## src/rtl/cbm_pkg.sv

```systemverilog
package cbm_pkg;

    localparam int ROM_LOW_W  = 7;
    localparam int ROM_HIGH_W = 2;
    localparam int RAM_BANK_W = 2;
    localparam int ADDR_W     = 16;
    localparam int DATA_W     = 8;
    localparam int PHYS_W     = 21;
    localparam int ROM_OFS_W  = 14;
    localparam int RAM_OFS_W  = 13;

    typedef enum logic [1:0] {
        KIND_ROM_ONLY = 2'd0,
        KIND_MBC1     = 2'd1,
        KIND_MBC2     = 2'd2,
        KIND_MBC35    = 2'd3
    } kind_t;

    typedef enum logic [1:0] {
        TGT_NONE      = 2'd0,
        TGT_ROM_READ  = 2'd1,
        TGT_RAM_READ  = 2'd2,
        TGT_RAM_WRITE = 2'd3
    } target_t;

    localparam logic OP_READ  = 1'b0;
    localparam logic OP_WRITE = 1'b1;

    localparam logic [1:0] REGION_RAM_EN   = 2'd0;
    localparam logic [1:0] REGION_ROM_BANK = 2'd1;
    localparam logic [1:0] REGION_RAM_BANK = 2'd2;
    localparam logic [1:0] REGION_MODE     = 2'd3;

    localparam logic [3:0] RAM_EN_KEY = 4'hA;

    typedef struct packed {
        logic [ROM_LOW_W-1:0]  rom_bank_low;
        logic [ROM_HIGH_W-1:0] rom_bank_high;
        logic [RAM_BANK_W-1:0] ram_bank;
        logic                  ram_enable;
        logic                  bank_mode;
    } bank_state_t;

endpackage

```

## src/rtl/cbm_bank_regs.sv

```systemverilog
module cbm_bank_regs (
    input  logic                       aclk,
    input  logic                       aresetn,
    input  logic                       cfg_we,
    input  logic [1:0]                 cfg_wdata,
    input  logic                       upd,
    input  logic                       op,
    input  logic [cbm_pkg::ADDR_W-1:0] addr,
    input  logic [cbm_pkg::DATA_W-1:0] wdata,
    output cbm_pkg::bank_state_t       state,
    output logic                       ram_on_next
);
    import cbm_pkg::*;

    kind_t       kind_reg;
    bank_state_t bank_reg;
    bank_state_t bank_next;
    logic [ROM_LOW_W-1:0] nb;
    logic                 take;

    always_comb begin
        bank_next = bank_reg;
        nb        = '0;
        take      = 1'b0;
        if (upd && op == OP_WRITE && !addr[15]) begin
            unique case (addr[14:13])
                REGION_RAM_EN: begin
                    take = (kind_reg == KIND_MBC1) || (kind_reg == KIND_MBC35) ||
                           (kind_reg == KIND_MBC2 && !addr[4]);
                    if (take) begin
                        bank_next.ram_enable = (wdata[3:0] == RAM_EN_KEY);
                    end
                end
                REGION_ROM_BANK: begin
                    unique case (kind_reg)
                        KIND_MBC1: begin
                            nb   = {2'b00, wdata[4:0]};
                            take = 1'b1;
                        end
                        KIND_MBC2: begin
                            nb   = {3'b000, wdata[3:0]};
                            take = addr[4];
                        end
                        KIND_MBC35: begin
                            nb   = wdata[6:0];
                            take = 1'b1;
                        end
                        default: begin
                            nb   = '0;
                            take = 1'b0;
                        end
                    endcase
                    if (take) begin
                        bank_next.rom_bank_low = (nb == '0) ? ROM_LOW_W'(1) : nb;
                    end
                end
                REGION_RAM_BANK: begin
                    if (kind_reg == KIND_MBC1) begin
                        if (bank_reg.bank_mode) begin
                            bank_next.ram_bank = wdata[1:0];
                        end else begin
                            bank_next.rom_bank_high = wdata[1:0];
                        end
                    end
                end
                REGION_MODE: begin
                    bank_next.bank_mode = wdata[0];
                end
                default: begin
                    bank_next = bank_reg;
                end
            endcase
        end
    end

    always_ff @(posedge aclk) begin
        if (!aresetn) begin
            kind_reg               <= KIND_ROM_ONLY;
            bank_reg.rom_bank_low  <= ROM_LOW_W'(1);
            bank_reg.rom_bank_high <= '0;
            bank_reg.ram_bank      <= '0;
            bank_reg.ram_enable    <= 1'b0;
            bank_reg.bank_mode     <= 1'b0;
        end else begin
            if (cfg_we) begin
                kind_reg <= kind_t'(cfg_wdata);
            end
            bank_reg <= bank_next;
        end
    end

    assign state       = bank_reg;
    assign ram_on_next = bank_next.ram_enable;

endmodule

```

## src/rtl/cbm_xlate.sv

```systemverilog
module cbm_xlate #(
    parameter int ROM_BANK_BITS = 7,
    parameter int RAM_BANK_BITS = 2
) (
    input  cbm_pkg::bank_state_t       state,
    input  logic                       op,
    input  logic [cbm_pkg::ADDR_W-1:0] addr,
    output cbm_pkg::target_t           target,
    output logic [cbm_pkg::PHYS_W-1:0] phys_addr,
    output logic                       ram_disabled_read
);
    import cbm_pkg::*;

    localparam logic [ROM_LOW_W-1:0] RomMask = (ROM_BANK_BITS >= ROM_LOW_W) ?
        {ROM_LOW_W{1'b1}} : ROM_LOW_W'((1 << ROM_BANK_BITS) - 1);
    localparam logic [RAM_BANK_W-1:0] RamMask = (RAM_BANK_BITS >= RAM_BANK_W) ?
        {RAM_BANK_W{1'b1}} : RAM_BANK_W'((1 << RAM_BANK_BITS) - 1);

    logic [ROM_LOW_W-1:0]  rom_bank;
    logic [RAM_BANK_W-1:0] ram_bank;

    assign rom_bank = ({state.rom_bank_high, 5'b00000} | state.rom_bank_low) & RomMask;
    assign ram_bank = state.ram_bank & RamMask;

    always_comb begin
        target            = TGT_NONE;
        phys_addr         = '0;
        ram_disabled_read = 1'b0;
        if (!addr[15]) begin
            if (op == OP_READ) begin
                target = TGT_ROM_READ;
                if (!addr[14]) begin
                    phys_addr = PHYS_W'(addr[ROM_OFS_W-1:0]);
                end else begin
                    phys_addr = {rom_bank, addr[ROM_OFS_W-1:0]};
                end
            end
        end else if (addr[15:13] == 3'b101) begin
            if (state.ram_enable) begin
                target    = (op == OP_WRITE) ? TGT_RAM_WRITE : TGT_RAM_READ;
                phys_addr = PHYS_W'({ram_bank, addr[RAM_OFS_W-1:0]});
            end else if (op == OP_READ) begin
                ram_disabled_read = 1'b1;
            end
        end
    end

endmodule

```

## src/rtl/cartridge_bank_mapper_top.sv

```systemverilog
// Cartridge bank mapper. Each word on the s_ channel is one cartridge bus
// access; each yields exactly one result word on the m_ channel, in order.
// Writes below 0x8000 program the RAM enable, ROM bank, RAM bank or upper
// ROM bits and banking mode as the mapper kind (cfg_wdata) decides; ROM
// reads and external RAM accesses come back as a byte offset, tagged in
// m_tuser. An access passes an input register and a result register; a new
// one is taken every cycle unless m_tready stalls the result. The bank
// registers are updated as an access moves into the result register, which
// keeps each result in step with the accesses before it. The user must rewrite
// mapper_kind only while the block holds no access; the block does not enforce it.
module cartridge_bank_mapper_top #(
    parameter int ROM_BANK_BITS = 7,
    parameter int RAM_BANK_BITS = 2
) (
    input  logic        aclk,
    input  logic        aresetn,
    input  logic        cfg_we,
    input  logic [1:0]  cfg_wdata,    // mapper_kind
    input  logic        s_tvalid,
    output logic        s_tready,
    input  logic [23:0] s_tdata,      // bus_addr[15:0], wdata[23:16]
    input  logic        s_tuser,      // op
    output logic        m_tvalid,
    input  logic        m_tready,
    output logic [23:0] m_tdata,      // phys_addr[20:0], ram_disabled_read, ram_on, zero
    output logic [1:0]  m_tuser       // target
);
    import cbm_pkg::*;

    logic              in_valid_reg;
    logic              in_valid_next;
    logic              in_op_reg;
    logic [ADDR_W-1:0] in_addr_reg;
    logic [DATA_W-1:0] in_wdata_reg;

    logic              out_valid_reg;
    logic              out_valid_next;
    target_t           out_target_reg;
    logic [PHYS_W-1:0] out_phys_reg;
    logic              out_dis_reg;
    logic              out_ram_on_reg;

    logic              out_free;
    logic              advance;
    bank_state_t       state;
    logic              ram_on_next;
    target_t           target;
    logic [PHYS_W-1:0] phys_addr;
    logic              ram_disabled_read;

    assign out_free = !out_valid_reg || m_tready;
    assign advance  = in_valid_reg && out_free;
    assign s_tready = !in_valid_reg || advance;

    assign in_valid_next  = (s_tvalid && s_tready) || (in_valid_reg && !advance);
    assign out_valid_next = advance || (out_valid_reg && !m_tready);

    cbm_bank_regs u_regs (
        .aclk        (aclk),
        .aresetn     (aresetn),
        .cfg_we      (cfg_we),
        .cfg_wdata   (cfg_wdata),
        .upd         (advance),
        .op          (in_op_reg),
        .addr        (in_addr_reg),
        .wdata       (in_wdata_reg),
        .state       (state),
        .ram_on_next (ram_on_next)
    );

    cbm_xlate #(
        .ROM_BANK_BITS (ROM_BANK_BITS),
        .RAM_BANK_BITS (RAM_BANK_BITS)
    ) u_xlate (
        .state             (state),
        .op                (in_op_reg),
        .addr              (in_addr_reg),
        .target            (target),
        .phys_addr         (phys_addr),
        .ram_disabled_read (ram_disabled_read)
    );

    always_ff @(posedge aclk) begin
        if (!aresetn) begin
            in_valid_reg  <= 1'b0;
            out_valid_reg <= 1'b0;
        end else begin
            in_valid_reg  <= in_valid_next;
            out_valid_reg <= out_valid_next;
        end
    end

    always_ff @(posedge aclk) begin
        if (s_tvalid && s_tready) begin
            in_op_reg    <= s_tuser;
            in_addr_reg  <= s_tdata[ADDR_W-1:0];
            in_wdata_reg <= s_tdata[ADDR_W+DATA_W-1:ADDR_W];
        end
        if (advance) begin
            out_target_reg <= target;
            out_phys_reg   <= phys_addr;
            out_dis_reg    <= ram_disabled_read;
            out_ram_on_reg <= ram_on_next;
        end
    end

    assign m_tvalid = out_valid_reg;
    assign m_tuser  = out_target_reg;
    assign m_tdata  = {1'b0, out_ram_on_reg, out_dis_reg, out_phys_reg};

endmodule

```

## config.mk

```make
export PLATFORM = sky130hd
export DESIGN_NAME = cartridge_bank_mapper_top
export DESIGN_NICKNAME = d
export VERILOG_FILES = /design/src/rtl/cbm_pkg.sv /design/src/rtl/cbm_bank_regs.sv /design/src/rtl/cbm_xlate.sv /design/src/rtl/cartridge_bank_mapper_top.sv
export SDC_FILE = /design/constraint.sdc
export NUM_CORES = 1
export LEC_CHECK = 0
export BUFFER_PORTS_ARGS = -buffer_cell sky130_fd_sc_hd__buf_4
export CORE_AREA = 2 2 104 56
export CTS_CLUSTER_SIZE = 40
export DETAILED_ROUTE_END_ITERATION = 8
export DIE_AREA = 0 0 106 58
export HOLD_SLACK_MARGIN = 0.15
export PLACE_DENSITY = 0.82
export SLEW_MARGIN = 10
export SYNTH_ARGS = -nofsm -noshare
export SYNTH_HDL_FRONTEND = slang
export SYNTH_SLANG_ARGS = --single-unit
```

## constraint.sdc

```tcl
create_clock -name aclk -period 2.4 [get_ports aclk]
set_clock_uncertainty 0.15 [all_clocks]
set_input_delay 0.24 -clock aclk [delete_from_list [all_inputs] [get_ports aclk]]
set_output_delay 0.24 -clock aclk [all_outputs]
set_load 0.01 [all_outputs]
```

==> results of run 1 <==
## cells by family (layout without fill, tap and decap cells)
logic type | after synthesis | in the layout | synth area share, %
buf+inv | 13 | 113 | 3.88
mux | 8 | 8 | 3.15
other cells | 1 | 1 | 0.145
flops | 66 | 66 | 70.2
simple gates | 66 | 66 | 14.8
compound gates | 30 | 30 | 7.76
## per-layer routing
| layer | track usage [%] | part of all wire [%] | vias to the layer above |
|---|---|---|---|
| met5 | 0 | 0 | - |
| met4 | 5.64 | 0.71 | 0 |
| met3 | 8.44 | 8.1 | 4 |
| met2 | 25.2 | 43 | 86 |
| met1 | 25.5 | 48 | 811 |
| li1 | - | - | 860 |
## cell usage in the layout (no fill, tap or decap), types with 3 or more instances in the layout
cell type and n:
sky130_fd_sc_hd__a21boi_0 7, sky130_fd_sc_hd__a21oi_1 3, sky130_fd_sc_hd__and3_1 7, sky130_fd_sc_hd__buf_4 59
sky130_fd_sc_hd__clkbuf_8 9, sky130_fd_sc_hd__dfxtp_1 17, sky130_fd_sc_hd__dlygate4sd3_1 36, sky130_fd_sc_hd__edfxtp_1 49
sky130_fd_sc_hd__mux2i_1 7, sky130_fd_sc_hd__nand2_1 16, sky130_fd_sc_hd__nor2_1 7, sky130_fd_sc_hd__nor2b_1 17
sky130_fd_sc_hd__nor3_1 3, sky130_fd_sc_hd__o2111ai_1 3, sky130_fd_sc_hd__o21ai_0 10
## worst min-delay path, stage by stage (launching register included)
cell and delay (ns):
sky130_fd_sc_hd__dfxtp_1 0.32, sky130_fd_sc_hd__nand2_1 0.05, sky130_fd_sc_hd__mux2i_1 0.05
## per-stage QoR
step                hold slack (ns)  instances  total power (W)  instance area, um^2  setup WS [ns]
finish                        0.319        357          0.00249                 3590          0.140
global placement              0.269        305          0.00148                 3020          0.495
global route                  0.344        357          0.00259                 3590         0.0909
floorplan                     0.189        184          0.00140                 2580          0.622
detailed placement            0.269        305          0.00148                 3020          0.474
CTS                           0.319        357          0.00250                 3590          0.176
## how the worst max path moves through the flow
stage	to	slack, ns	cells after the start
after floorplan	out_ram_on_reg	0.62	4
after global placement	out_phys_reg[20]	0.49	2
after detailed placement	out_phys_reg[19]	0.47	2
after CTS	in_valid_reg	0.18	7
after global routing	in_valid_reg	0.09	7
final	in_valid_reg	0.14	7
## power groups by stage
stage | sequential (W) | clock (W) | combinational (W)
after floorplan | 0.00133 | 0 | 0.0000719
after global placement | 0.00133 | 0 | 0.000149
after detailed placement | 0.00133 | 0 | 0.000150
after CTS | 0.00131 | 0.000999 | 0.000198
after global routing | 0.00131 | 0.00106 | 0.000216
final | 0.00131 | 0.000983 | 0.000199
## layout make-up
cell class	instances	area share [%]
tap	73	2.54
multi-input combinational	105	18.6
timing repair buffer	95	22.4
sequential	66	50.5
clock inverter	6	2.26
inverter	2	0.209
clock buffer	10	3.55
==> results.sh, run 1 <==
export IMPL_cp_slowest_stage_delay_ns=0.56
export IMPL_end_kind="flop"
export IMPL_hold_viol=0
export IMPL_cts_tree="yes"
export IMPL_synthDominantCellAreaShare_pct=57.0
export IMPL_run_status="complete, no violations"
export IMPL_hold_path_class="reg2reg"
export IMPL_clk_transition_reported_paths_ns=0.07
export IMPL_final_net_count=311
export IMPL_post_cts_setup_buffer_count=0
export IMPL_htreeDepth=3
export IMPL_synth_top_area_cell="sky130_fd_sc_hd__edfxtp_1"
export IMPL_syn_cell_area_um2=2580
export IMPL_grt_first_pass_wirelength_mm=7.99
export IMPL_power_switching_share_pct=20.7
export IMPL_cp_arrival_ns=2.40
export IMPL_global_route_overflow_total=0
export IMPL_crit_fanout=3
export IMPL_total_detailed_routing_wirelength_mm=5.05
export IMPL_final_period_minus_worst_setup_slack_ns=2.26
export IMPL_grt_setup_unrepaired="no"
export IMPL_r2r_worst_path_cells=4
export IMPL_antenna_cells_inserted=0
export IMPL_initial_utilization_pct=49.1
export IMPL_grt_max_degree=26
export IMPL_area_sequential_um2=1810
export IMPL_core_area_um2=5250
export IMPL_cp_common_cell="sky130_fd_sc_hd__dlygate4sd3_1"
export IMPL_critical_path_reg2reg_startpoint="u_regs.kind_reg[1]"
export IMPL_cpLargestDelayFamily="buffers and inverters"
export IMPL_reg2reg_slack_ns=0.29
export IMPL_largest_reg_flops=21
export IMPL_drc_violation_count_after_routing=0
export IMPL_synth_top_flop_cell="sky130_fd_sc_hd__edfxtp_1"
export IMPL_clock_tree_buffer_depth=2
export IMPL_top_level_ports=60
export IMPL_first_global_vias=1631
export IMPL_timing_max_slew_rel_slack_pct=27.3
export IMPL_r2r_end="u_regs.kind_reg[1]"
export IMPL_slew_violations=0
export IMPL_syn_inst=184
export IMPL_path_cells="dlygate4sd3_1 > buf_4 > nor2b_1 > a21oi_1 > dlygate4sd3_1 > nor2b_1 > dlygate4sd3_1"
export IMPL_clock_sinks=66
export IMPL_die_area_um2=6150
export IMPL_hold_path_end="u_regs.state[3]"
export IMPL_async_reset_ff_share_pct=0
export IMPL_share_clk_of_total_power_pct=39.5
export IMPL_synth_edf_count=49
export IMPL_ys_seq_elements=66
export IMPL_initialDrtViolationCount=178
export IMPL_multi_input_comb_area_um2=668
export IMPL_worst_setup_path_type="in2reg"
export IMPL_synth_common_cells="sky130_fd_sc_hd__edfxtp_1, sky130_fd_sc_hd__dfxtp_1, sky130_fd_sc_hd__nor2b_1, sky130_fd_sc_hd__nand2_1, sky130_fd_sc_hd__o21ai_0"
export IMPL_power_per_cell_area_nw_per_um2=693
export IMPL_setup_viol=0
export IMPL_path_buf_inv=4
export IMPL_power_static_leakage_nw=1.38
export IMPL_synth_avg_cell_area_um2=14.0
export IMPL_vdd_ir_drop_max_mv=0.447
export IMPL_initial_antenna_violation_count=0
export IMPL_layout_core_utilization_pct=68.3
export IMPL_worst_ep_required_time_ns=2.54
export IMPL_fmax_mhz=442
export IMPL_die_y_um=58
export IMPL_ctsResizeCount=0
export IMPL_power_frac_comb_pct=8.0
export IMPL_filler_cell_count=370
export IMPL_via_count=1761
export IMPL_share_seq_of_total_power_pct=52.5
export IMPL_place_congestion=0.848
export IMPL_clockRootBuffer="sky130_fd_sc_hd__clkbuf_8"
export IMPL_dieWidth_um=106
export IMPL_synth_yosys_warnings=0
export IMPL_route_antenna_remaining_nets=0
export IMPL_tightestPinTransition_ns=1.09
export IMPL_timing_critical_path_slowest_stage_cell="sky130_fd_sc_hd__dlygate4sd3_1"
export IMPL_seq_area_frac_synth_pct=70.2
export IMPL_cts_made_buffers=9
export IMPL_growth_of_design_area_from_synthesis_to_finish_pct=39.2
export IMPL_avgRoutedWirePerCell_um=14.1
export IMPL_synth_top_cells_by_area="sky130_fd_sc_hd__edfxtp_1, sky130_fd_sc_hd__dfxtp_1, sky130_fd_sc_hd__nor2b_1"
export IMPL_syn_nets=216
export IMPL_groute_usage_overall_pct=18.1
export IMPL_worst_skew_pair_late_latency_ns=0.34
export IMPL_p_int_w=0.00197
export IMPL_numPortBuffers=57
export IMPL_post_synth_num_cell_types=39
export IMPL_finalCritPeriodShare_pct=94.2
export IMPL_worst_hold_startpoint="u_regs.state[3]"
export IMPL_post_route_cells_drive_above_1_share_pct=28.2
export IMPL_hold_depth=2
export IMPL_max_cap_violations=0
export IMPL_postCtsHoldBufs=36
export IMPL_synthMostInstantiatedCell="sky130_fd_sc_hd__edfxtp_1"
export IMPL_num_rows=19
export IMPL_worstSetupStartpointType="input port"
export IMPL_via_per_inst=4.93
export IMPL_hpwlAfterDp_mm=3.17
export IMPL_switchingPower_w=0.000515
export IMPL_drt_pre_antenna_iters=4
export IMPL_critPathLaunch="m_tready"
export IMPL_setup_total_negative_slack_ns=0
Note: power is estimated with default switching activity, not from simulation.
==> run 2, diff against run 1 <==
--- a/config.mk
+++ b/config.mk
@@ -12,6 +12,7 @@
 export DIE_AREA = 0 0 106 58
 export HOLD_SLACK_MARGIN = 0.15
 export PLACE_DENSITY = 0.82
+export REMOVE_ABC_BUFFERS = 1
 export SLEW_MARGIN = 10
 export SYNTH_ARGS = -nofsm -noshare
 export SYNTH_HDL_FRONTEND = slang
==> run 2 against run 1 <==
- final cell count up 0.28%
- core utilization about the same
- hold slack worse by 0.0089 ns
- worst setup slack worse by 0.057 ns
- largest power group unchanged
- die area unchanged
- global-route usage up 1.4 points
- via count up 0.40%
- wire length up 5.7%
- register-to-register slack worse by 0.03 ns
- count of clock-buffer cells in the layout up 3
- sequential share of layout area about the same
- critical endpoint unchanged
- clock power down 5.7%
==> results.sh, run 2 (synthesized netlist as in run 1, its figures left out) <==
export IMPL_global_route_overflow_total=0
export IMPL_timing_max_slew_rel_slack_pct=26.8
export IMPL_tightestPinTransition_ns=1.10
export IMPL_cts_made_buffers=9
export IMPL_worst_setup_path_type="in2reg"
export IMPL_vdd_ir_drop_max_mv=0.404
export IMPL_timing_critical_path_slowest_stage_cell="sky130_fd_sc_hd__dlygate4sd3_1"
export IMPL_initial_antenna_violation_count=0
export IMPL_numPortBuffers=57
export IMPL_grt_first_pass_wirelength_mm=8.66
export IMPL_clk_transition_reported_paths_ns=0.07
export IMPL_cp_slowest_stage_delay_ns=0.58
export IMPL_placed_cells=306
export IMPL_cts_tree="yes"
export IMPL_ctsResizeCount=0
export IMPL_grt_max_degree=26
export IMPL_hold_viol=0
export IMPL_slew_violations=0
export IMPL_num_rows=19
export IMPL_hpwlAfterDp_mm=3.32
export IMPL_via_count=1768
export IMPL_dieWidth_um=106
export IMPL_initial_utilization_pct=49.1
export IMPL_post_route_cells_drive_above_1_share_pct=28.4
export IMPL_cp_common_cell="sky130_fd_sc_hd__dlygate4sd3_1"
export IMPL_hold_path_class="reg2reg"
export IMPL_layout_commonest_cell="sky130_fd_sc_hd__buf_4"
export IMPL_final_period_minus_worst_setup_slack_ns=2.32
export IMPL_clock_sinks=66
export IMPL_fmax_mhz=432
export IMPL_run_status="complete, no violations"
export IMPL_layout_cells_most_common_list="sky130_fd_sc_hd__buf_4, sky130_fd_sc_hd__edfxtp_1, sky130_fd_sc_hd__dlygate4sd3_1"
export IMPL_place_congestion=0.853
export IMPL_post_cts_setup_buffer_count=0
export IMPL_grt_setup_unrepaired="no"
export IMPL_via_per_inst=4.94
export IMPL_core_area_um2=5250
export IMPL_path_buf_inv=4
export IMPL_first_global_vias=1749
export IMPL_cpLargestDelayFamily="buffers and inverters"
export IMPL_dp_worst_setup_slack_ns=0.462
export IMPL_fin_ws_ns=0.0826
export IMPL_path_cells="dlygate4sd3_1 > buf_4 > nor2b_1 > a21oi_1 > dlygate4sd3_1 > nor2b_1 > dlygate4sd3_1"
export IMPL_end_kind="flop"
export IMPL_setup_viol=0
export IMPL_avgRoutedWirePerCell_um=14.9
export IMPL_top_level_ports=60
export IMPL_worst_ep_required_time_ns=2.54
export IMPL_drc_violation_count_after_routing=0
export IMPL_totalPowerFinal_w=0.00244
export IMPL_max_cap_violations=0
export IMPL_groute_usage_overall_pct=19.5
export IMPL_die_y_um=58
export IMPL_finalCritPeriodShare_pct=96.6
export IMPL_power_static_leakage_nw=1.39
export IMPL_initialDrtViolationCount=109
export IMPL_final_net_count=312
export IMPL_htreeDepth=3
export IMPL_drt_pre_antenna_iters=4
export IMPL_worstSetupStartpointType="input port"
export IMPL_finish_cell_count_without_fillers=358
export IMPL_power_per_cell_area_nw_per_um2=680
export IMPL_antenna_cells_inserted=0
export IMPL_die_area_um2=6150
export IMPL_growth_of_design_area_from_synthesis_to_finish_pct=39.1
export IMPL_route_antenna_remaining_nets=0
export IMPL_clockRootBuffer="sky130_fd_sc_hd__clkbuf_8"
export IMPL_setup_total_negative_slack_ns=0
export IMPL_filler_cell_count=370
export IMPL_worst_skew_pair_late_latency_ns=0.34
export IMPL_clock_tree_buffer_depth=2
export IMPL_layout_core_utilization_pct=68.3
export IMPL_largest_reg_flops=21
export IMPL_crit_fanout=3
export IMPL_cp_arrival_ns=2.46
export IMPL_total_detailed_routing_wirelength_mm=5.33
run 2: changes by cell type in the layout (fill, tap and decap cells not counted):
cell                         before  now
sky130_fd_sc_hd__clkinvlp_4       1    0
sky130_fd_sc_hd__buf_4           59   60
sky130_fd_sc_hd__clkbuf_1         1    2
sky130_fd_sc_hd__bufinv_16        2    1
sky130_fd_sc_hd__clkbuf_8         9   11
sky130_fd_sc_hd__clkinv_1         1    0
run 2: what timing repair did:
action,4_1_cts,5_1_grt
hold buffers,36,0
hold endpoints to repair,41,0
setup endpoints to repair,0,0
run 2: cell type report:
cell class	count	area, um^2	area share, %
clock buffers	13	159	4.43
clock inverters	3	40.0	1.12
inverters	2	7.51	0.209
multi-input cells	105	668	18.6
flip-flops and latches	66	1810	50.5
well taps	73	91.3	2.55
repair buffers	96	811	22.6
run 2: through the flow:
step                      hold WS [ns]  cell area (um^2)
after floorplan                  0.189              2490
after global placement           0.269              3030
after detailed placement         0.269              3030
after CTS                        0.314              3590
after global routing             0.327              3590
final                            0.310              3590
run 2: path summary, 6_finish.rpt:
path                   start         endpoint  slack, ns  depth (start not counted)
max reg2reg         m_tvalid     in_valid_reg       0.26                          5
min          u_regs.state[4]  u_regs.state[4]       0.31                          2
min reg2reg  u_regs.state[4]  u_regs.state[4]       0.31                          2
max                 m_tready     in_valid_reg       0.08                          7
run 2: power by group:
part	total, W	switching (W)	internal, W
Clock	0.000927	0.000394	0.000534
Sequential	0.00131	0.0000282	0.00128
Combinational	0.000205	0.0000850	0.000120
run 2: worst reg2reg max path: cells and delay by family, from the launching register on:
kind	cells	cell delay (ns)
buf+inv	2	1.14
flops	1	0.36
compound gates	1	0.11
simple gates	2	0.33
run 2: metal layers:
metal / track usage [%] / wire length (um)
met2: 30.3 / 2410
met5: 0 / 0
met4: 7.89 / 81
met1: 26.0 / 2370
met3: 6.19 / 469
